==> src/rtl/flp_pkg.sv <==
// Shared types, constants and helper functions for the fixed-point lerp core.
// No dependencies; every other file in rtl/ imports this package.
`default_nettype none

package flp_pkg;

    localparam int MAX_WIDTH   = 32;
    localparam int DATA_W      = 32;
    localparam int PROD_W      = 2 * DATA_W;
    localparam int CFG_INDEX_W = 2;
    localparam int CFG_DATA_W  = 2;

    localparam logic [CFG_INDEX_W-1:0] CFG_VALUE_WIDTH  = 2'd0;
    localparam logic [CFG_INDEX_W-1:0] CFG_VALUE_SIGNED = 2'd1;
    localparam logic [CFG_INDEX_W-1:0] CFG_WEIGHT_WIDTH = 2'd2;

    localparam logic [1:0] MODE_8  = 2'd0;
    localparam logic [1:0] MODE_16 = 2'd1;

    typedef enum logic [1:0] {
        WIDTH_8,
        WIDTH_16,
        WIDTH_32
    } width_t;

    typedef struct packed {
        width_t value_width;
        logic   value_signed;
        width_t weight_width;
    } cfg_t;

    typedef struct packed {
        logic [DATA_W-1:0] a;
        logic [DATA_W-1:0] b;
        logic [DATA_W-1:0] tw;
        logic [DATA_W-1:0] iw;
    } wt_item_t;

    typedef struct packed {
        logic [PROD_W-1:0] p;
        logic [PROD_W-1:0] ph;
    } mac_item_t;

    function automatic width_t mode_to_width(input logic [1:0] mode);
        width_t widest;
        width_t result;
        widest = (MAX_WIDTH >= 32) ? WIDTH_32 : ((MAX_WIDTH >= 16) ? WIDTH_16 : WIDTH_8);
        case (mode)
            MODE_8:  result = WIDTH_8;
            MODE_16: result = (MAX_WIDTH >= 16) ? WIDTH_16 : WIDTH_8;
            default: result = widest;
        endcase
        return result;
    endfunction

    function automatic logic [DATA_W-1:0] width_mask(input width_t w);
        logic [DATA_W-1:0] result;
        case (w)
            WIDTH_8:  result = 32'h0000_00FF;
            WIDTH_16: result = 32'h0000_FFFF;
            default:  result = 32'hFFFF_FFFF;
        endcase
        return result;
    endfunction

    function automatic logic [DATA_W-1:0] top_bit(input width_t w);
        logic [DATA_W-1:0] result;
        case (w)
            WIDTH_8:  result = 32'h0000_0080;
            WIDTH_16: result = 32'h0000_8000;
            default:  result = 32'h8000_0000;
        endcase
        return result;
    endfunction

endpackage

`default_nettype wire

==> src/rtl/flp_weight_scale.sv <==
// Stages 1-2: bias and mask the values, rescale the weight to the value width.
// Depends on flp_pkg.
`default_nettype none

module flp_weight_scale (
    input  wire                     clk,
    input  wire                     rst_n,
    input  flp_pkg::cfg_t           cfg,
    input  wire                     in_valid,
    output logic                    in_ready,
    input  wire  [31:0]             start_value,
    input  wire  [31:0]             end_value,
    input  wire  [31:0]             blend_weight,
    output logic                    out_valid,
    input  wire                     out_ready,
    output flp_pkg::wt_item_t       out_item
);
    import flp_pkg::*;

    logic              s1_valid_reg;
    logic [DATA_W-1:0] s1_a_reg;
    logic [DATA_W-1:0] s1_b_reg;
    logic [DATA_W-1:0] s1_w_reg;
    logic              s2_valid_reg;
    wt_item_t          s2_item_reg;

    logic              s1_ready;
    logic              s2_ready;
    logic [DATA_W-1:0] vmask;
    logic [DATA_W-1:0] bias;
    logic [DATA_W-1:0] w_masked;
    logic [15:0]       q65537;
    logic [DATA_W-1:0] s1_a_next;
    logic [DATA_W-1:0] s1_b_next;
    logic [DATA_W-1:0] s1_w_next;
    logic [7:0]        q257;
    logic              need_div257;
    wt_item_t          s2_item_next;

    assign s2_ready  = !s2_valid_reg || out_ready;
    assign s1_ready  = !s1_valid_reg || s2_ready;
    assign in_ready  = s1_ready;
    assign out_valid = s2_valid_reg;
    assign out_item  = s2_item_reg;

    always_comb
    begin
        vmask     = width_mask(cfg.value_width);
        bias      = cfg.value_signed ? top_bit(cfg.value_width) : '0;
        s1_a_next = (start_value & vmask) ^ bias;
        s1_b_next = (end_value & vmask) ^ bias;
        w_masked  = blend_weight & width_mask(cfg.weight_width);
        q65537    = w_masked[31:16]
                  - {15'd0, (w_masked[15:0] < w_masked[31:16])};
        if (cfg.weight_width == cfg.value_width)
        begin
            s1_w_next = w_masked;
        end
        else
        begin
            case (cfg.weight_width)
                WIDTH_8:  s1_w_next = {4{w_masked[7:0]}};
                WIDTH_16: s1_w_next = (cfg.value_width == WIDTH_32)
                                    ? {2{w_masked[15:0]}} : {16'd0, w_masked[15:0]};
                default:  s1_w_next = {16'd0, q65537};
            endcase
        end
    end

    always_comb
    begin
        need_div257 = (cfg.value_width == WIDTH_8) && (cfg.weight_width != WIDTH_8);
        q257        = s1_w_reg[15:8] - {7'd0, (s1_w_reg[7:0] < s1_w_reg[15:8])};
        s2_item_next.a  = s1_a_reg;
        s2_item_next.b  = s1_b_reg;
        s2_item_next.tw = need_div257 ? {24'd0, q257} : (s1_w_reg & vmask);
        s2_item_next.iw = vmask - s2_item_next.tw;
    end

    always_ff @(posedge clk or negedge rst_n)
    begin
        if (!rst_n)
        begin
            s1_valid_reg <= 1'b0;
            s2_valid_reg <= 1'b0;
        end
        else
        begin
            if (s1_ready)
            begin
                s1_valid_reg <= in_valid;
            end
            if (s2_ready)
            begin
                s2_valid_reg <= s1_valid_reg;
            end
        end
    end

    always_ff @(posedge clk)
    begin
        if (in_valid && s1_ready)
        begin
            s1_a_reg <= s1_a_next;
            s1_b_reg <= s1_b_next;
            s1_w_reg <= s1_w_next;
        end
        if (s1_valid_reg && s2_ready)
        begin
            s2_item_reg <= s2_item_next;
        end
    end

    a_accept_lands: assert property (@(posedge clk) disable iff (!rst_n)
        in_valid && in_ready |=> s1_valid_reg)
        else $error("accepted item did not reach stage 1");

    a_weights_sum: assert property (@(posedge clk) disable iff (!rst_n)
        s2_valid_reg |-> ((s2_item_reg.tw + s2_item_reg.iw) == width_mask(cfg.value_width)))
        else $error("weight and inverse weight do not sum to full scale");

endmodule

`default_nettype wire

==> config.mk <==
export PLATFORM = sky130hd
export DESIGN_NAME = flp_weight_scale
export DESIGN_NICKNAME = d
export VERILOG_FILES = /design/src/rtl/flp_pkg.sv /design/src/rtl/flp_weight_scale.sv
export SDC_FILE = /design/constraint.sdc
export NUM_CORES = 1
export LEC_CHECK = 0
export ABC_AREA = 1
export BUFFER_PORTS_ARGS = -buffer_cell sky130_fd_sc_hd__buf_2
export CAP_MARGIN = 40
export CORE_MARGIN = 5
export CORE_UTILIZATION = 35
export CTS_CLUSTER_SIZE = 20
export DETAILED_ROUTE_END_ITERATION = 10
export PLACE_DENSITY = 0.68
export SETUP_SLACK_MARGIN = 0.5
export SLEW_MARGIN = 20
export SYNTH_ARGS = -nofsm -noshare
export SYNTH_HDL_FRONTEND = slang
export SYNTH_SLANG_ARGS = --single-unit
==> constraint.sdc <==
create_clock -name clk -period 7.1 [get_ports clk]
set_input_delay 0.355 -clock clk [delete_from_list [all_inputs] [get_ports clk]]
set_output_delay 0.355 -clock clk [all_outputs]
set_load 0.05 [all_outputs]
==> summary.txt <==
H-tree Lvls -> 1
crit-path max cell delay -> 510 ps
per-cell routed wire length -> 16.1 um
Ant. Diodes -> 0
Startpoint Class -> input pin
Via Count -> 8,320
Mapped Area -> 0.0110 mm^2
Detailed Routing Iterations Pass 1 -> 6
fill count -> 2,996
register area share after synthesis -> 61.8%
maximum vdd ir drop -> 0.111 mV
WP data required -> 7350 ps
die height -> 187 um
initial antenna violation count -> 0
post-route minimum period -> 3100 ps
ys async rst share -> 0.885%
routability congestion estimate -> 1.00
delay-heaviest family, CP -> simple AND/OR/NAND/NOR gates
Syn. warnings -> 0
PD cells -> 284 mW/mm^2
Max stage delay cell, worst path -> nor2_4
Inserted Clock Buffers -> 24
clock network fraction of total power -> 32.4%
Crit Path Class -> in -> reg
Leak Pwr -> 6.38 nW
crit path DAT -> 3350 ps
drt drc -> 0
critical-path cell list -> buf_2 -> nor2_4 -> nor2_1 -> ha_1 -> a21oi_1 -> o21ai_0 -> nand2_1 -> o211ai_1 -> a21oi_1 -> ha_1 -> ha_1 -> nand3_1 -> inv_1 -> nand2_1 -> nor2_1 -> nand3_1 -> nand3_1 -> nand2_1
Clk Tree Root Cell -> clkbuf_16
number of global-route vias before repair -> 8,099
top_reg_cell synth -> edfxtp_1
antenna-violating nets left -> 0
post-CTS setup buffer count -> 0
Worst Tran Pin Value -> 749 ps
fmax -> 0.323 GHz
Synth top area share -> 61.3%
core area -> 0.0307 mm^2
DP HPWL -> 21,700 um
RSZ-0062 raised after global routing -> no
# resized after CTS -> 0
Crit Path Max Fanout -> 24
routed wire length -> 28,400 um
Final period util -> 43.6%
Critical Path Sink Type -> register
DRT iter0 DRCs -> 675
Initial Util -> 35.7%
Die Area -> 0.0350 mm^2
overall global routing resource usage -> 15.7%
Syn Area/Cell -> 9.96 um^2
Clock Pin Slew Worst Setup and Hold Paths -> 60 ps
Ports -> 235
area grow syn2layout -> 22.1%
gr ovfl total -> 0
Vias/cell -> 4.72
clock buffer depth -> 3
port bufs -> 234
Die W -> 187 um
status -> finished clean
PnR worst setup slack -> 4000 ps
largest net degree at the start of global routing -> 65
Syn Nets -> 1,257
Nets -> 1,506
max reg flops -> 128
Hold Crit Class -> in -> reg
Post-synth EDFFs -> 224
FF+latch count, synth -> 226
ranking of synthesized cells by area -> edfxtp_1 (61%), nand2_1 (11%), inv_1 (7.0%), ha_1 (5.6%), nor2_1 (3.0%)
TritonCTS clock tree -> done
area leader, netlist -> edfxtp_1
share of layout cells above drive strength 1 -> 21.4%
pre-CTS setup slack -> 3470 ps
Reg power frac -> 44.7%
post-synth cell types -> 36
max_slew headroom -> 50.1%
number of max-cap violations -> 0
Layout Skew -> 14.0 ps
Mapped Cells -> 1,102
Synth top cells by count -> nand2_1 (308), edfxtp_1 (224), inv_1 (206), nor2_1 (89), nand3_1 (56)
Worst Path Buf+Inv -> 2
Fin. Hold Viols -> 0
Setup Total Neg Slack -> 0 ps
count leader, synth -> nand2_1
Placement Rows -> 64
clk_lat worst skew -> 510 ps
Slew Limit Fails -> 0
total clock sinks -> 226
global-route wire length before repair -> 44,000 um
Pint -> 2.61 mW
Final Setup Violations -> 0
Comb power frac -> 22.9%
Net Switching -> 1.19 mW
Sw Ratio -> 31.4%
power by group through the flow:
stage / Sequential, mW / Combinational, mW / Clock (mW)
2_1_floorplan: 2.03 / 0.331 / 0
3_3_place_gp: 1.73 / 0.865 / 0
3_5_place_dp: 1.73 / 0.878 / 0
4_1_cts: 1.70 / 0.880 / 1.28
5_1_grt: 1.71 / 0.947 / 1.33
6_report: 1.70 / 0.873 / 1.23
timing repair:
| item | CTS | global route |
|---|---|---|
| endpoints found under the setup margin | 0 | 0 |
| hold buffers | 1 | 0 |
| endpoints found under the hold margin | 2 | 0 |
per-stage QoR:
step           hold slack [ps]  instances  area [um^2]  util [%]  total power [mW]
2_1_floorplan             59.4       1102        11000         -              2.36
3_3_place_gp               140       1719        12600      40.9              2.59
3_5_place_dp               144       1720        12600      41.0              2.61
4_1_cts                   8.81       1763        13400      43.6              3.86
5_1_grt                   4.05       1763        13400      43.6              3.99
6_report                  31.6       1763        13400      43.6              3.80
worst paths after layout:
check	start	end	slack, ps	depth (start not counted)
worst max-delay path	cfg[1]	s1_w_reg[14]	4000	18
worst min-delay path	end_value[0]	s1_b_reg[0]	30	1
worst max register to register	s1_w_reg[11]	out_item[38]	4630	12
worst min register to register	s1_a_reg[5]	out_item[101]	420	0
max in group asynchronous	rst_n	s1_valid_reg	6820	2
min in group asynchronous	rst_n	out_valid	180	2
cells in the final DEF, fill, tap and decap left out, drive strengths merged, types with 9 or more instances in the layout:
cell | synthesis | layout
nand2 | 312 | 312
buf | 16 | 239
edfxtp | 224 | 224
inv | 210 | 210
nor2 | 95 | 95
nand3 | 56 | 56
ha | 49 | 49
a21oi | 43 | 43
o21ai | 35 | 35
clkbuf | 1 | 28
xor2 | 16 | 16
clkinv | 0 | 10
xnor2 | 9 | 9
cells by family (layout without fill, tap and decap cells):
| group | Yosys count | count (layout) | share of synthesized area, % |
|---|---|---|---|
| AOI/OAI and AO/OA | 91 | 91 | 4.36 |
| xor gates and xnor gates | 25 | 25 | 2.00 |
| adders and majority gates | 50 | 50 | 5.77 |
| buffers and inverters | 227 | 492 | 8.06 |
| DFF | 226 | 226 | 61.8 |
| and+or+nand+nor | 483 | 483 | 18.1 |
final cells by class:
cell class / count / area, um^2 / share of cell area [%]
Multi-Input combinational cell: 649 / 3320 / 24.8
Inverter: 210 / 793 / 5.92
Sequential cell: 226 / 6780 / 50.6
Clock buffer: 28 / 637 / 4.75
Clock inverter: 14 / 144 / 1.07
Tap cell: 396 / 495 / 3.70
Timing Repair Buffer: 240 / 1230 / 9.19
per-layer routing:
metal	GRT usage (%)	share of wire (%)	vias up
met3	3.23	9.2	42
met2	26.3	47	404
met1	20.9	42	3790
li1	-	-	4084
met4	3.90	2.1	0
met5	0	0	-
worst reg2reg max path: cells and delay by family (launching register included):
family,cells,cell delay [ps]
DFF,1,470
adders and majority gates,3,700
xor gates and xnor gates,1,160
buffers and inverters,2,220
and+or+nand+nor,3,260
AOI/OAI and AO/OA,3,420
Power figures use the tool's default switching activity.
