File: src/rtl/flp_pkg.sv
// Shared types, constants and helper functions for the fixed-point lerp core.
// No dependencies; every other file in rtl/ imports this package.
`default_nettype none

package flp_pkg;

    localparam int MAX_WIDTH   = 32;
    localparam int DATA_W      = 32;
    localparam int PROD_W      = 2 * DATA_W;
    localparam int CFG_INDEX_W = 2;
    localparam int CFG_DATA_W  = 2;

    localparam logic [CFG_INDEX_W-1:0] CFG_VALUE_WIDTH  = 2'd0;
    localparam logic [CFG_INDEX_W-1:0] CFG_VALUE_SIGNED = 2'd1;
    localparam logic [CFG_INDEX_W-1:0] CFG_WEIGHT_WIDTH = 2'd2;

    localparam logic [1:0] MODE_8  = 2'd0;
    localparam logic [1:0] MODE_16 = 2'd1;

    typedef enum logic [1:0] {
        WIDTH_8,
        WIDTH_16,
        WIDTH_32
    } width_t;

    typedef struct packed {
        width_t value_width;
        logic   value_signed;
        width_t weight_width;
    } cfg_t;

    typedef struct packed {
        logic [DATA_W-1:0] a;
        logic [DATA_W-1:0] b;
        logic [DATA_W-1:0] tw;
        logic [DATA_W-1:0] iw;
    } wt_item_t;

    typedef struct packed {
        logic [PROD_W-1:0] p;
        logic [PROD_W-1:0] ph;
    } mac_item_t;

    function automatic width_t mode_to_width(input logic [1:0] mode);
        width_t widest;
        width_t result;
        widest = (MAX_WIDTH >= 32) ? WIDTH_32 : ((MAX_WIDTH >= 16) ? WIDTH_16 : WIDTH_8);
        case (mode)
            MODE_8:  result = WIDTH_8;
            MODE_16: result = (MAX_WIDTH >= 16) ? WIDTH_16 : WIDTH_8;
            default: result = widest;
        endcase
        return result;
    endfunction

    function automatic logic [DATA_W-1:0] width_mask(input width_t w);
        logic [DATA_W-1:0] result;
        case (w)
            WIDTH_8:  result = 32'h0000_00FF;
            WIDTH_16: result = 32'h0000_FFFF;
            default:  result = 32'hFFFF_FFFF;
        endcase
        return result;
    endfunction

    function automatic logic [DATA_W-1:0] top_bit(input width_t w);
        logic [DATA_W-1:0] result;
        case (w)
            WIDTH_8:  result = 32'h0000_0080;
            WIDTH_16: result = 32'h0000_8000;
            default:  result = 32'h8000_0000;
        endcase
        return result;
    endfunction

endpackage

`default_nettype wire

File: src/rtl/flp_round.sv
// Stages 5-6: double rounding shift by the value width, unbias, output register.
// Depends on flp_pkg.
`default_nettype none

module flp_round (
    input  wire                 clk,
    input  wire                 rst_n,
    input  flp_pkg::cfg_t       cfg,
    input  wire                 in_valid,
    output logic                in_ready,
    input  flp_pkg::mac_item_t  in_item,
    output logic                out_valid,
    input  wire                 out_ready,
    output logic [31:0]         blended_value
);
    import flp_pkg::*;

    logic              s5_valid_reg;
    logic [PROD_W-1:0] s5_t_reg;
    logic              s6_valid_reg;
    logic [DATA_W-1:0] s6_value_reg;

    logic              s5_ready;
    logic              s6_ready;
    logic [PROD_W-1:0] ph_shifted;
    logic [PROD_W-1:0] s5_t_next;
    logic [PROD_W-1:0] t_half;
    logic [PROD_W-1:0] t_shifted;
    logic [DATA_W-1:0] vmask;
    logic [DATA_W-1:0] bias;
    logic [DATA_W-1:0] s6_value_next;

    assign s6_ready      = !s6_valid_reg || out_ready;
    assign s5_ready      = !s5_valid_reg || s6_ready;
    assign in_ready      = s5_ready;
    assign out_valid     = s6_valid_reg;
    assign blended_value = s6_value_reg;

    always_comb
    begin
        case (cfg.value_width)
            WIDTH_8:  ph_shifted = in_item.ph >> 8;
            WIDTH_16: ph_shifted = in_item.ph >> 16;
            default:  ph_shifted = in_item.ph >> 32;
        endcase
        s5_t_next = ph_shifted + in_item.p;
    end

    always_comb
    begin
        vmask  = width_mask(cfg.value_width);
        bias   = cfg.value_signed ? top_bit(cfg.value_width) : '0;
        t_half = s5_t_reg + PROD_W'(top_bit(cfg.value_width));
        case (cfg.value_width)
            WIDTH_8:  t_shifted = t_half >> 8;
            WIDTH_16: t_shifted = t_half >> 16;
            default:  t_shifted = t_half >> 32;
        endcase
        s6_value_next = (t_shifted[DATA_W-1:0] & vmask) ^ bias;
    end

    always_ff @(posedge clk or negedge rst_n)
    begin
        if (!rst_n)
        begin
            s5_valid_reg <= 1'b0;
            s6_valid_reg <= 1'b0;
        end
        else
        begin
            if (s5_ready)
            begin
                s5_valid_reg <= in_valid;
            end
            if (s6_ready)
            begin
                s6_valid_reg <= s5_valid_reg;
            end
        end
    end

    always_ff @(posedge clk)
    begin
        if (in_valid && s5_ready)
        begin
            s5_t_reg <= s5_t_next;
        end
        if (s5_valid_reg && s6_ready)
        begin
            s6_value_reg <= s6_value_next;
        end
    end

    a_upper_bits_zero: assert property (@(posedge clk) disable iff (!rst_n)
        s6_valid_reg |-> !(((cfg.value_width == WIDTH_8) && (|s6_value_reg[31:8]))
                        || ((cfg.value_width == WIDTH_16) && (|s6_value_reg[31:16]))))
        else $error("result has bits above the value width");

    a_stage5_holds: assert property (@(posedge clk) disable iff (!rst_n)
        s5_valid_reg && !s6_ready |=> s5_valid_reg && $stable(s5_t_reg))
        else $error("stage 5 item changed while stalled");

    a_stall_keeps_result: assert property (@(posedge clk) disable iff (!rst_n)
        s6_valid_reg && !out_ready |=> s6_valid_reg)
        else $error("stalled result dropped");

endmodule

`default_nettype wire

File: config.mk
export PLATFORM = sky130hd
export DESIGN_NAME = flp_round
export DESIGN_NICKNAME = d
export VERILOG_FILES = /design/src/rtl/flp_pkg.sv /design/src/rtl/flp_round.sv
export SDC_FILE = /design/constraint.sdc
export NUM_CORES = 1
export LEC_CHECK = 0
export BUFFER_PORTS_ARGS = -buffer_cell sky130_fd_sc_hd__buf_4
export CAP_MARGIN = 20
export CELL_PAD_IN_SITES_DETAIL_PLACEMENT = 1
export CELL_PAD_IN_SITES_GLOBAL_PLACEMENT = 1
export CORE_MARGIN = 4
export CORE_UTILIZATION = 35
export CTS_BUF_LIST = sky130_fd_sc_hd__clkbuf_8 sky130_fd_sc_hd__clkbuf_16
export DETAILED_ROUTE_END_ITERATION = 6
export PLACE_DENSITY = 0.69
export SYNTH_ARGS = -nofsm -noshare
export SYNTH_HDL_FRONTEND = slang
export SYNTH_SLANG_ARGS = --single-unit
export TNS_END_PERCENT = 5
File: constraint.sdc
create_clock -name clk -period 7.2 [get_ports clk]
set_clock_uncertainty 0.05 [all_clocks]
set_input_delay 2.16 -clock clk [delete_from_list [all_inputs] [get_ports clk]]
set_output_delay 2.16 -clock clk [all_outputs]
set_load 0.05 [all_outputs]
==> impl_metrics.py, run 1 <==
metrics = {
    "grt": {
        "grt_pass1_wl_mm": 45.3,
        "grt_max_degree": 75,
        "antenna_found_initial": 0,
        "grtUsageTotal_pct": 21.7,
        "use_met3_pct": 1.83,
        "grt_busiest_layer": "met2",
        "grt_pass1_vias": 8022,
        "met1_usage_pct": 31.3,
        "use_met2_pct": 35.2,
        "overflow": 0,
    },
    "critical_path": {
        "startpoint": "cfg[4]",
        "end_kind": "register",
        "slowest_stage": "a211oi_1",
        "cp-start-kind": "primary input",
        "worstPathArrival_ns": 6.06,
        "path_buf_inv": 1,
        "timing.rr.start": "s5_t_reg[7]$_DFFE_PP_",
        "r2r-end": "blended_value[17]$_DFFE_PP_",
        "cp_max_fo": 74,
        "crit_required_ns": 7.25,
        "reg2reg_depth": 11,
        "path_cells": "buf_4, o21ai_0, ha_1, nand2_1, o31a_1, or3_1, a211oi_1, o2111ai_1, a211oi_1, o211ai_1, a21oi_1, o21ba_2",
        "critPathMaxStageDelay_ns": 0.60,
        "cp_common_cell": "a211oi_1",
        "crit_family": "compound AO/OA/AOI/OAI gates",
        "r2r_slack_ns": 3.85,
        "path_class": "primary input to register",
    },
    "power_and_ir_drop": {
        "power.total_mw": 2.00,
        "p_leak_nw": 4.29,
        "peakVddDrop_mv": 0.0909,
        "p_per_area_nw_per_um2": 193,
    },
    "worst_hold_path": {
        "hold_start": "s5_valid_reg$_DFFE_PN0N_",
        "whs_path_depth": 1,
        "holdPathEnd": "out_valid$_DFFE_PN0P_",
        "holdCritPathClass": "register to register",
    },
    "sta": {
        "hold_viol_final": 0,
        "min_period_over_period_pct": 83.5,
        "rsz0062_at_grt": "no",
        "worst_slew_pin_slew_ns": 0.738,
        "relSlewSlack_pct": 49.5,
        "period_needed_ns": 6.01,
        "slew_violations": 0,
        "finalSetupViolCount": 0,
        "worst_slack_ns": 1.19,
        "tns_ns": 0,
        "fmax_mhz": 166,
    },
    "clock_tree": {
        "clk_latency_ns": 0.34,
        "cts_made_buffers": 9,
        "post_cts_resized": 0,
        "max-clock-path-buffers": 2,
        "holdBufCountCts": 0,
        "cts_root_buffer": "clkbuf_16",
        "cts_tree": "built",
        "cts_setup_buffers": 0,
        "clkSlewWorstSetupHoldPaths_ns": 0.06,
        "h-tree-depth": 3,
        "cts_sinks": 91,
    },
    "place": {
        "place.gp.congestion": 0.865,
        "dpl.hpwl_mm": 24.9,
        "port_buffers": 160,
        "pre_cts_slack_ns": 0.885,
    },
    "routing": {
        "first_iter_violations": 398,
        "drc": 0,
        "ant_nets": 0,
        "routed_via_density": 5.49,
        "vias": 7962,
        "wl_mm": 29.4,
        "dr.pass1.iters": 5,
        "wl_per_cell_um": 20.2,
    },
    "synthesis": {
        "synth_top_area_share_pct": 31.4,
        "synth_edf_count": 89,
        "ys_ff_latch": 91,
        "synth_top_area_cell": "edfxtp_1",
        "synth.net_count": 1183,
        "ys_top_cells_by_area": "edfxtp_1, ha_1, xnor2_1",
        "ys_types": 67,
        "ys_warn_count": 0,
        "synth_ff_type": "edfxtp_1",
        "synth-async-reset-ratio_pct": 2.20,
        "synthCells": 984,
        "synth.cell_area_um2": 8510,
        "yosysSeqAreaShare_pct": 32.0,
        "syn_avg_cell_area_um2": 8.65,
    },
    "die": {
        "die_y_um": 164,
        "dieArea_um2": 26900,
        "start_util_pct": 35.9,
        "num_rows": 56,
        "io_pins": 171,
        "coreArea_um2": 23700,
        "die_w_um": 164,
    },
    "layout": {
        "largest_reg_flops": 57,
        "layout_common_cells": "buf_4, nand2_1, edfxtp_1, o21ai_0, nor2_1",
        "syn2layout_area_growth_pct": 21.9,
        "nNetsFinal": 1326,
        "final_common_cell": "buf_4",
        "antenna_cells": 0,
        "final_layout_size_suffix_gt1_share_pct": 17.8,
    },
    "run": {
        "max_cap_violations": 0,
    },
    "run_status": {
        "status": "complete, no violations",
    },
}
metrics by stage:
| step | instance area [µm²] | hold slack [ns] | util (%) | cells |
|---|---|---|---|---|
| 4_1_cts | 10400 | 0.441 | 43.8 | 1451 |
| 3_5_place_dp | 10000 | 0.426 | 42.3 | 1435 |
| 3_3_place_gp | 10000 | 0.416 | 42.3 | 1435 |
| 2_1_floorplan | 8510 | 0.399 | - | 984 |
| 6_report | 10400 | 0.436 | 43.8 | 1451 |
| 5_1_grt | 10400 | 0.491 | 43.8 | 1451 |
report_power, final:
part | leakage (nW) | internal, mW | switching, mW
Clock | 0.172 | 0.343 | 0.200
Combinational | 3.23 | 0.278 | 0.447
Sequential | 0.881 | 0.678 | 0.0540
Total | 4.29 | 1.30 | 0.701
how the worst max path moves through the flow:
stage               slack, ns                     end  cells past startpoint
floorplan                1.60  s5_t_reg[57]$_DFFE_PP_                     14
global placement         0.95  s5_t_reg[57]$_DFFE_PP_                     12
detailed placement       0.88  s5_t_reg[57]$_DFFE_PP_                     12
CTS                      1.25  s5_t_reg[57]$_DFFE_PP_                     12
global route              1.0  s5_t_reg[63]$_DFFE_PP_                     12
finish                   1.19  s5_t_reg[57]$_DFFE_PP_                     12
routing by layer:
layer	share of wire (%)	up-vias
met3	3.4	26
met4	1.6	0
met2	46	175
met5	0	-
met1	49	3855
li1	-	3906
layout make-up:
class | count | area [µm²]
inverters | 19 | 71.3
multi-input cells | 836 | 5560
well taps | 319 | 399
repair buffers | 170 | 1280
clock buffers | 9 | 225
flip-flops and latches | 91 | 2720
clock inverters | 7 | 124
fillers | 2889 | 13300
Yosys cell counts, types with 3 or more instances:
cell,number
and2_1,27
a22o_1,4
mux2i_1,48
xor2_1,44
a21o_1,17
o31ai_1,6
nand2_1,118
a21oi_1,79
nand2b_1,8
o21ai_0,81
nand4_1,25
o41ai_1,3
and4_1,5
o21bai_1,15
clkbuf_1,26
ha_1,62
nand3_1,28
o31a_1,5
o22ai_1,3
a211oi_1,14
xnor2_1,62
nor2_1,80
edfxtp_1,89
inv_1,19
a21boi_1,3
nor4_1,3
nor2b_1,5
or3_1,8
a31oi_1,6
o21a_1,8
buf_1,9
and3_1,11
nor3_1,21
cells by family (layout without fill, tap and decap cells):
group	after synthesis	in the layout	synth area share (%)
flops	91	91	32.0
fa+ha+maj	62	62	9.12
xor+xnor	106	106	10.9
simple gates	354	354	20.2
mux	48	48	5.65
buf+inv	57	205	2.71
compound gates	266	266	19.4
Power figures use the tool's default switching activity.
==> inputs of run 2 (changes only) <==
- ABC_AREA: unset -> 1
- PLACE_DENSITY: 0.69 -> 0.72
- clock period: 7.2 -> 6 ns (I/O delays scaled with it)
==> run 2 against run 1 <==
Synthesized area grew 22%. Clock power grew 16%. Setup slack lost 0.13 ns. Cell count grew 55%. Flip-flop and latch count is the same. First-iteration DRC count grew 99%. Register-to-register slack lost 0.69 ns. Critical endpoint is now s5_t_reg[44]$_DFFE_PP_.
==> impl_metrics.py, run 2 <==
metrics = {
    "run_status": {
        "status": "complete, no violations",
    },
    "synthesis": {
        "synthCells": 1694,
        "synth.cell_area_um2": 10400,
        "synth-async-reset-ratio_pct": 2.20,
        "syn_avg_cell_area_um2": 6.13,
        "synth_top_area_share_pct": 25.7,
        "synth_ff_type": "edfxtp_1",
        "ys_ff_latch": 91,
        "synth.net_count": 1893,
        "synth_top_area_cell": "edfxtp_1",
        "ys_top_cells_by_area": "edfxtp_1, nand2_1, nor2_1",
        "synth.most_common_cell": "nand2_1",
        "yosysSeqAreaShare_pct": 26.2,
        "synthTopCellsByCount": "nand2_1, nor2_1, inv_1",
        "ys_warn_count": 0,
        "synth_edf_count": 89,
        "ys_types": 43,
    },
    "clock_tree": {
        "post_cts_resized": 0,
        "cts_root_buffer": "clkbuf_16",
        "cts_setup_buffers": 0,
        "clk_latency_ns": 0.35,
        "cts_tree": "built",
        "cts_made_buffers": 9,
        "h-tree-depth": 3,
        "max-clock-path-buffers": 2,
        "clkSlewWorstSetupHoldPaths_ns": 0.07,
        "holdBufCountCts": 0,
        "cts_sinks": 91,
    },
    "power_and_ir_drop": {
        "peakVddDrop_mv": 0.134,
        "p_per_area_nw_per_um2": 212,
        "p_leak_nw": 5.81,
    },
    "sta": {
        "min_period_over_period_pct": 82.3,
        "period_needed_ns": 4.94,
        "hold_viol_final": 0,
        "slew_violations": 0,
        "relSlewSlack_pct": 49.9,
        "rsz0062_at_grt": "no",
        "fmax_mhz": 202,
        "tns_ns": 0,
        "worst_slew_pin_slew_ns": 0.749,
        "worst_slack_ns": 1.06,
        "finalSetupViolCount": 0,
    },
    "place": {
        "port_buffers": 160,
        "pre_cts_slack_ns": 0.671,
        "dpl.hpwl_mm": 40.6,
        "place.gp.congestion": 0.955,
    },
    "grt": {
        "antenna_found_initial": 1,
        "grtUsageTotal_pct": 28.0,
        "grt_pass1_vias": 12424,
        "overflow": 0,
        "grt_max_degree": 38,
        "grt_pass1_wl_mm": 70.7,
    },
    "routing": {
        "routed_via_density": 5.30,
        "wl_mm": 46.1,
        "wl_per_cell_um": 20.6,
        "first_iter_violations": 791,
        "vias": 11881,
        "dr.pass1.iters": 5,
        "ant_nets": 0,
        "drc": 0,
    },
    "layout": {
        "nNetsFinal": 2053,
        "layout_common_cells": "nand2_1, nor2_1, inv_1, buf_4, a21oi_1",
        "largest_reg_flops": 57,
        "antenna_cells": 0,
        "syn2layout_area_growth_pct": 19.5,
        "final_layout_size_suffix_gt1_share_pct": 11.1,
        "final_common_cell": "nand2_1",
    },
    "die": {
        "dieArea_um2": 32500,
        "num_rows": 62,
        "die_w_um": 180,
        "start_util_pct": 35.8,
        "coreArea_um2": 29000,
        "die_y_um": 180,
        "io_pins": 171,
    },
    "critical_path": {
        "slowest_stage": "clkinv_1",
        "end_kind": "register",
        "crit_required_ns": 6.02,
        "path_cells": "buf_4, nor2_2, clkinv_1, buf_4, o22ai_1, a21oi_1, ha_1, nand2_1, nor2_1, inv_1, nor2_1, inv_1, nor3_1, nand2_1, nand2_1, nand2_1, nand3_1, nand2_1",
        "cp-start-kind": "primary input",
        "critPathMaxStageDelay_ns": 0.47,
        "cp_max_fo": 16,
        "worstPathArrival_ns": 4.95,
        "cp_common_cell": "nand2_1",
        "path_class": "primary input to register",
    },
    "worst_hold_path": {
        "holdCritPathClass": "register to register",
    },
    "run": {
        "max_cap_violations": 0,
    },
}
-- run 2: layout make-up --
cell class	count	area, µm²
Inverter	262	983
Sequential cell	91	2720
Multi-Input combinational cell	1320	6600
Clock buffer	10	239
Clock inverter	6	93.8
Tap cell	384	480
Fill cell	3947	16600
Timing Repair Buffer	170	1300
-- run 2: worst paths after layout --
kind / startpoint / end / slack [ns] / cells past startpoint
worst max-delay path: cfg[4] / s5_t_reg[44]$_DFFE_PP_ / 1.06 / 18
worst min register to register: s5_valid_reg$_DFFE_PN0N_ / out_valid$_DFFE_PN0P_ / 0.49 / 2
min in group asynchronous: rst_n / out_valid$_DFFE_PN0P_ / 1.16 / 1
worst min-delay path: s5_valid_reg$_DFFE_PN0N_ / out_valid$_DFFE_PN0P_ / 0.49 / 2
worst max register to register: s5_t_reg[7]$_DFFE_PP_ / blended_value[13]$_DFFE_PP_ / 3.16 / 14
max in group asynchronous: rst_n / s5_valid_reg$_DFFE_PN0N_ / 4.65 / 1
-- run 2: worst max-delay path: cells and delay by family --
kind | cells | cell delay (ns)
AO/OA/AOI/OAI | 2 | 0.21
AND/OR/NAND/NOR | 10 | 1.27
adder cells (fa/ha/maj) | 1 | 0.40
buffers and inverters | 5 | 1.24
-- run 2: cells by family (layout without fill, tap and decap cells) --
logic type / count (synthesis) / after routing / synth area share, %
and+or+nand+nor: 910 / 910 / 36.0
adders and majority gates: 62 / 62 / 7.46
buffers and inverters: 283 / 448 / 10.4
AOI/OAI and AO/OA: 310 / 310 / 16.7
xor gates and xnor gates: 38 / 38 / 3.20
DFF: 91 / 91 / 26.2
-- run 2: per-layer routing --
layer | up-vias | track usage (%) | wire length (µm)
li1 | 5880 | - | -
met1 | 5662 | 36.5 | 20500
met5 | - | 0 | 0
met2 | 278 | 50.0 | 22600
met4 | 0 | 7.20 | 1250
met3 | 61 | 2.68 | 1790
-- run 2: power by group --
part | internal [mW] | switching, mW
clock | 0.380 | 0.248
combinational | 0.342 | 0.757
sequential | 0.828 | 0.0801
total | 1.55 | 1.08
-- run 2: metrics by stage --
stage	hold WS, ns	util (%)	instances	power (mW)	instance area, µm²
3_5_place_dp	0.476	41.6	2226	2.00	12100
2_1_floorplan	0.397	-	1694	1.56	10400
4_1_cts	0.499	42.7	2242	2.63	12400
5_1_grt	0.524	42.8	2243	2.80	12400
3_3_place_gp	0.444	41.6	2226	1.98	12100
6_report	0.492	42.8	2243	2.63	12400
==> inputs of run 3 (changes only) <==
- PLACE_DENSITY: 0.72 -> 0.75
- clock period: 6 -> 4.1 ns (I/O delays scaled with it)
==> run 3 against run 2 <==
Setup slack got worse by 0.89 ns. Sequential share of layout area fell by 2.0 points. Die area did not move. Utilization rose by 4.2 points. Via count rose by 6.2%. Design area rose by 9.8%. Clock-buffer cell count fell by 1. Routed wire length rose by 0.72%. Highest routed layer unchanged.
==> impl_metrics.py, run 3 (synthesis results as in run 2) <==
metrics = {
    "layout": {
        "layout_common_cells": "nand2_1, buf_4, nor2_1, inv_1, a21oi_1",
        "antenna_cells": 0,
        "instances_no_fill": 2410,
        "multiInputGateArea_um2": 6600,
        "final_layout_size_suffix_gt1_share_pct": 18.5,
        "final_area_um2": 13600,
        "regArea_um2": 2720,
        "largest_reg_flops": 57,
        "nNetsFinal": 2220,
        "finalCoreUtilization_pct": 47.0,
        "fillers": 4003,
        "syn2layout_area_growth_pct": 31.2,
        "final_common_cell": "nand2_1",
    },
    "grt": {
        "grt_pass1_wl_mm": 71.7,
        "antenna_found_initial": 0,
        "grtUsageTotal_pct": 27.9,
        "grt_max_degree": 36,
        "overflow": 0,
        "grt_pass1_vias": 13302,
    },
    "power_and_ir_drop": {
        "power.total_mw": 3.98,
        "combPwrFrac_pct": 46.6,
        "pwr-share-seq_pct": 33.3,
        "clock_power_share_pct": 20.1,
        "intPower_mw": 2.33,
        "p_leak_nw": 6.59,
        "p_sw_share_pct": 41.5,
        "p_per_area_nw_per_um2": 292,
        "peakVddDrop_mv": 0.143,
        "net-switching-power_mw": 1.65,
    },
    "worst_hold_path": {
        "holdCritPathClass": "register to register",
        "whs_path_depth": 2,
        "holdPathEnd": "out_valid$_DFFE_PN0P_",
        "hold_start": "s5_valid_reg$_DFFE_PN0N_",
    },
    "clock_tree": {
        "max-clock-path-buffers": 2,
        "cts_tree": "built",
        "h-tree-depth": 3,
        "clk_latency_ns": 0.36,
        "cts_made_buffers": 9,
        "clkSlewWorstSetupHoldPaths_ns": 0.07,
        "cts_sinks": 91,
        "cts_root_buffer": "clkbuf_16",
    },
    "place": {
        "place_inst": 2394,
        "postPlaceCellArea_um2": 13300,
        "place.gp.congestion": 1.00,
        "port_buffers": 160,
        "pre_cts_slack_ns": -0.128,
        "dpl.hpwl_mm": 41.0,
    },
    "die": {
        "io_pins": 171,
        "dieArea_um2": 32500,
        "start_util_pct": 35.8,
        "coreArea_um2": 29000,
        "die_y_um": 180,
        "die_w_um": 180,
        "num_rows": 62,
    },
    "run": {
        "max_cap_violations": 0,
    },
    "critical_path": {
        "r2r_slack_ns": 1.59,
        "crit_required_ns": 4.13,
        "startpoint": "cfg[4]",
        "slowest_stage": "ha_1",
        "cp_max_fo": 23,
        "cp_common_cell": "nand2_1",
        "reg2reg_depth": 10,
        "path_class": "primary input to register",
        "worstPathArrival_ns": 3.96,
        "r2r-end": "blended_value[2]$_DFFE_PP_",
        "cp-start-kind": "primary input",
        "path_cells": "buf_4, inv_2, nand2_2, buf_12, o22ai_1, a21oi_1, ha_1, a21o_1, a21oi_1, o21ai_0, a21oi_1, nand2_1, nand2_1, nand2_1, nand2_1, nand2_1",
        "critPathMaxStageDelay_ns": 0.39,
        "timing.rr.start": "s5_t_reg[15]$_DFFE_PP_",
        "end_kind": "register",
    },
    "sta": {
        "slew_violations": 0,
        "period_needed_ns": 3.93,
        "worst_slew_pin_slew_ns": 1.04,
        "hold_viol_final": 0,
        "relSlewSlack_pct": 30.2,
        "finalSetupViolCount": 0,
        "worst_slack_ns": 0.170,
        "whs_ns": 0.488,
        "tns_ns": 0,
        "min_period_over_period_pct": 95.9,
        "rsz0062_at_grt": "no",
        "fmax_mhz": 254,
    },
    "routing": {
        "dr.pass1.iters": 5,
        "routed_via_density": 5.23,
        "first_iter_violations": 790,
        "wl_mm": 46.5,
        "wl_per_cell_um": 19.3,
        "drc": 0,
        "ant_nets": 0,
        "vias": 12614,
    },
    "run_status": {
        "status": "complete, no violations",
    },
}
run 3: changes by cell type in the layout (fill, tap and decap cells not counted), moves of 2 or more:
cell       change
a21oi_2        +2
a21oi_1        -2
clkinv_2       +2
buf_4        +166
bufinv_16      -2
run 3: area by class of cell:
cell class | instances | share of cell area (%)
Inverter | 262 | 7.21
Multi-Input combinational cell | 1320 | 48.4
Tap cell | 384 | 3.52
Clock buffer | 9 | 1.65
Clock inverter | 7 | 0.440
Timing Repair Buffer | 337 | 18.8
Sequential cell | 91 | 20.0
run 3: power groups by stage:
stage	sequential, mW	combinational (mW)	clock, mW
2_1_floorplan	1.44	0.852	0
3_3_place_gp	1.34	1.78	0
3_5_place_dp	1.34	1.83	0
4_1_cts	1.32	1.84	0.821
5_1_grt	1.34	2.02	0.863
6_report	1.33	1.86	0.800
run 3: per-layer routing:
metal	global-route usage (%)	vias to the layer above	part of all wire, %
li1	-	6212	-
met1	35.9	6069	45
met2	50.3	274	49
met3	2.66	59	3.7
met4	7.11	0	2.3
met5	0	-	0
run 3: worst max-delay path by stage:
| stage | endpoint | cells after the start |
|---|---|---|
| floorplan | s5_t_reg[51]$_DFFE_PP_ | 17 |
| CTS | s5_t_reg[41]$_DFFE_PP_ | 16 |
| finish | s5_t_reg[46]$_DFFE_PP_ | 16 |
| detailed placement | s5_t_reg[41]$_DFFE_PP_ | 16 |
| global placement | s5_t_reg[55]$_DFFE_PP_ | 16 |
| global route | s5_t_reg[54]$_DFFE_PP_ | 16 |
run 3: what timing repair did:
item                       in CTS  in global routing
setup buffers                   0                  0
gates resized for setup         0                  4
setup endpoints to repair       0                  4
hold buffers                    0                  0
run 3: critical path: cells and delay by family:
kind,cells,cell delay (ns)
simple gates,6,0.70
buf+inv,3,0.45
compound gates,6,1.16
fa+ha+maj,1,0.39
